**src/hdl/lea_pkg.sv**
```systemverilog
// Package: LEA constants, key-size codes and helper functions.
`timescale 1ns / 1ps
`default_nettype none
package lea_pkg;

  typedef enum logic [1:0] {
    KS_128 = 2'd0,
    KS_192 = 2'd1,
    KS_256 = 2'd2,
    KS_256X = 2'd3
  } key_size_e;

  typedef enum logic [2:0] {
    REG_KEY_SIZE = 3'd0,
    REG_KEY_P0   = 3'd1,
    REG_KEY_P1   = 3'd2,
    REG_KEY_P2   = 3'd3,
    REG_KEY_P3   = 3'd4
  } reg_idx_e;

  localparam logic CMD_ENC = 1'b0;
  localparam logic CMD_DEC = 1'b1;

  typedef logic [31:0] word_t;

  function automatic word_t delta(input logic [2:0] idx);
    word_t d;
    case (idx)
      3'd0: d = 32'hc3efe9db;
      3'd1: d = 32'h44626b02;
      3'd2: d = 32'h79e27c8a;
      3'd3: d = 32'h78df30ec;
      3'd4: d = 32'h715ea49e;
      3'd5: d = 32'hc785da0a;
      3'd6: d = 32'he04ef22a;
      default: d = 32'he5c40957;
    endcase
    return d;
  endfunction

  function automatic logic [4:0] ks_rot(input logic [2:0] j);
    logic [4:0] r;
    case (j)
      3'd0: r = 5'd1;
      3'd1: r = 5'd3;
      3'd2: r = 5'd6;
      3'd3: r = 5'd11;
      3'd4: r = 5'd13;
      default: r = 5'd17;
    endcase
    return r;
  endfunction

  function automatic word_t rol(input word_t x, input logic [4:0] n);
    logic [63:0] t;
    t = {x, x} << n;
    return t[63:32];
  endfunction

endpackage
`default_nettype wire

```
**src/hdl/lea_round.sv**
```systemverilog
// Round unit: one LEA encrypt or decrypt round, all six round-key words applied at once.
`timescale 1ns / 1ps
`default_nettype none
module lea_round (
  input  wire            dec_i,
  input  lea_pkg::word_t x_i [4],
  input  lea_pkg::word_t rk_i [6],
  output lea_pkg::word_t x_o [4]
);
  lea_pkg::word_t y1, y2;
  always_comb begin
    y1 = 32'd0;
    y2 = 32'd0;
    if (dec_i == lea_pkg::CMD_ENC) begin
      x_o[0] = lea_pkg::rol((x_i[0] ^ rk_i[0]) + (x_i[1] ^ rk_i[1]), 5'd9);
      x_o[1] = lea_pkg::rol((x_i[1] ^ rk_i[2]) + (x_i[2] ^ rk_i[3]), 5'd27);
      x_o[2] = lea_pkg::rol((x_i[2] ^ rk_i[4]) + (x_i[3] ^ rk_i[5]), 5'd29);
      x_o[3] = x_i[0];
    end else begin
      y1 = (lea_pkg::rol(x_i[0], 5'd23) - (x_i[3] ^ rk_i[0])) ^ rk_i[1];
      y2 = (lea_pkg::rol(x_i[1], 5'd5) - (y1 ^ rk_i[2])) ^ rk_i[3];
      x_o[0] = x_i[3];
      x_o[1] = y1;
      x_o[2] = y2;
      x_o[3] = (lea_pkg::rol(x_i[2], 5'd3) - (y2 ^ rk_i[4])) ^ rk_i[5];
    end
  end
endmodule
`default_nettype wire

```
**config.mk**
```make
export PLATFORM = sky130hd
export DESIGN_NAME = lea_round
export DESIGN_NICKNAME = d
export VERILOG_FILES = /design/src/hdl/lea_pkg.sv /design/src/hdl/lea_round.sv
export SDC_FILE = /design/constraint.sdc
export NUM_CORES = 1
export LEC_CHECK = 0
export BUFFER_PORTS_ARGS = -buffer_cell sky130_fd_sc_hd__buf_2
export CAP_MARGIN = 25
export CORE_AREA = 2 2 175 177
export DETAILED_ROUTE_END_ITERATION = 12
export DIE_AREA = 0 0 177 179
export PLACE_DENSITY = 0.77
export SLEW_MARGIN = 20
export SYNTH_ARGS = -nofsm -noshare
export SYNTH_HDL_FRONTEND = slang
export SYNTH_SLANG_ARGS = --single-unit
```
**constraint.sdc**
```tcl
create_clock -name vclk -period 9.8
set_clock_uncertainty 0.05 [all_clocks]
set_input_delay 1.47 -clock vclk [all_inputs]
set_output_delay 1.47 -clock vclk [all_outputs]
set_load 0.02 [all_outputs]
```
==> impl_metrics.toml <==
[status]
status = "completed"

[layout]
drive_gt1_frac = 0.2381
stdcell_area_mm2 = 0.01635
nets = 2779
final_cells = 2665
area_growth_pct = 22.62
seq_area_um2 = 0
seq_cell_count = 0
fillers = 3033
fin_util = 0.5445
clkbuf_count = 0

[yosys]
synth_top_family_by_area = "XOR/XNOR gates"
yosys.area_share.simple = 0.1438
yosys_warnings = 0
synthAdderAreaFrac = 0.1835
syn_inst = 1824
syn_avg_cell_area_um2 = 7.310
synth_seq_area_share = 0
synthMuxAreaShare = 0.01473
synth_cell_types = 73
synth_area_leaders = "xor2_1, ha_1, xnor2_1"
syn-cell-area_mm2 = 0.01333
synthesis.nets = 2337
synth_top_cell_by_area = "xor2_1"
synth_top_area_frac = 0.1938
synth-compound-area-share = 0.2742
synthXorXnorAreaFrac = 0.3621

[grt]
antenna_found_initial = 7
grt-busiest-layer = "met2"
grt_use_met2 = 0.6177
grt_pass1_vias = 14760
use_met1 = 0.5137
grt_pass1_wl_mm = 90.53
grt_util_met3 = 0.05237
overflow = 0
grtUsageTotal = 0.3847
grt_max_degree = 90

[critical_path]
cp.required_ps = 8280
cp-end-kind = "output pin"
worst_ep_arrival_time_ps = 8050
critPathLaunch = "x_i[1]"
critPathMaxFanout = 5
start_kind = "input port"
worst_path_max_delay_cell = "xnor2_1"
worst-setup-path-type = "in2out"
cpPeakStageDelay_ps = 440
crit_path_end = "x_o[31]"

[run]
cap_violations = 0

[sta]
slew_headroom = 0.4433
layout_setup_ws_ps = 233.8
hold_viol = 0
setup_viol = 0
setup_tns_ps = 0
clock.fmax_mhz = 104.5
tightest_slew_ps = 824.2
fin_crit_ps = 9566
period_share = 0.9761
slew_viol_final = 0
hold_ws_ps = 3294

[power]
net-switching-power_mw = 2.816
p_int_mw = 1.951
power_mw = 4.767
p_sw_frac = 0.5907
power.density_mw_per_mm2 = 291.5
ir_drop_mv = 0.1807
p_clk_frac = 0
pwr-share-seq = 0
comb_power_share = 1.000
p_leak_nw = 7.963

[drt]
drt_wl_total_mm = 64.62
drt_iter0_markers = 1347
route.antenna.remaining_nets = 0
firstDrtPassIters = 7
drc = 0
via_per_inst = 5.914
wire_per_inst_um = 24.25
via_count = 15760

[floorplan]
rows = 64
core_area_mm2 = 0.03003
initial_core_util = 0.4440
die-area_mm2 = 0.03168
io_pins = 449
die_w_um = 177
die_h_um = 179

[min_path]
worstHoldPathType = "in2out"

[placement]
place_area_mm2 = 0.01604
hpwl_mm = 56.61
dp.cells = 2649
numPortBuffers = 449
preCtsSetupSlack_ps = -179.6
gp_congestion = 1.047

[clocking]
cts_hold_buf = 0
==> synthesized netlist by cell type, types with 18 or more instances <==
cell type and number:
a21o_1 97, a21oi_1 212, clkbuf_1 18, ha_1 186
inv_1 46, nand2_1 129, nand2b_1 33, nand3_1 21
nor2_1 119, nor2b_1 24, nor3_1 24, o21a_1 31
o21ai_0 98, o21ai_1 29, o21bai_1 24, xnor2_1 251
xor2_1 295
==> power groups by stage <==
stage                  Clock, mW  Combinational (mW)  Sequential (mW)
detailed placement             0                4.47                0
floorplan                      0                3.20                0
CTS                            0                4.51                0
global placement               0                4.47                0
global route        0.0000000546                5.09                0
finish              0.0000000683                4.77                0
==> routing by layer <==
metal / share of wire / wire, um / vias to the layer above
li1: - / - / 7368
met1: 0.43 / 27700 / 7365
met2: 0.44 / 28200 / 863
met3: 0.084 / 5417 / 163
met4: 0.051 / 3284 / 2
met5: 0.00020 / 13 / -
==> placed cells by master (no fill, tap or decap), types with 13 or more instances in the layout <==
cell | synthesis | final
nand3_1 | 21 | 20
a21oi_1 | 212 | 207
nand2b_1 | 33 | 33
xor2_1 | 295 | 295
nor3_1 | 24 | 24
o21ai_1 | 29 | 29
ha_1 | 186 | 182
mux2_2 | 13 | 13
nor2_1 | 119 | 118
o21ai_0 | 98 | 94
buf_2 | 2 | 447
nor2b_1 | 24 | 22
o21a_1 | 31 | 31
nand2_1 | 129 | 129
buf_4 | 1 | 20
and3_1 | 13 | 13
o21bai_1 | 24 | 23
xnor2_1 | 251 | 244
inv_1 | 46 | 46
a21o_1 | 97 | 96
==> cells by family after synthesis <==
kind of cell | count (synthesis)
AO/OA/AOI/OAI | 581
XOR/XNOR | 548
adder cells (fa/ha/maj) | 192
buffers and inverters | 75
multiplexers | 18
AND/OR/NAND/NOR | 410
==> critical path, delay by kind of cell <==
kind	cells	cell delay (ps)
and+or+nand+nor	5	1050
buffers and inverters	3	380
xor gates and xnor gates	6	1570
adders and majority gates	3	870
AOI/OAI and AO/OA	14	2680
==> worst min-delay path by stage <==
stage                   from        to  depth (start not counted)
finish                x_i[0]   x_o[96]                          4
global route         x_i[31]  x_o[127]                          4
CTS                   x_i[0]   x_o[96]                          4
detailed placement    x_i[0]   x_o[96]                          4
global placement     x_i[31]  x_o[127]                          4
floorplan           x_i[117]   x_o[21]                          2
==> cell type report <==
type	instances	area, um2	share of cell area
timing repair buffer	469	2419	0.1479
inverter	46	172.7	0.01056
antenna	5	12.51	0.0007652
tap	396	495.5	0.03030
multi-input combinational	1749	13250	0.8105
==> what timing repair did <==
action                     in CTS  in global routing
pin swaps                       0                 28
setup endpoints to repair       8                 12
gates cloned                    0                  0
buffers inserted                0                 11
gates resized for setup         6                 41
hold endpoints to repair        0                  0
Power figures use the tool's default switching activity.
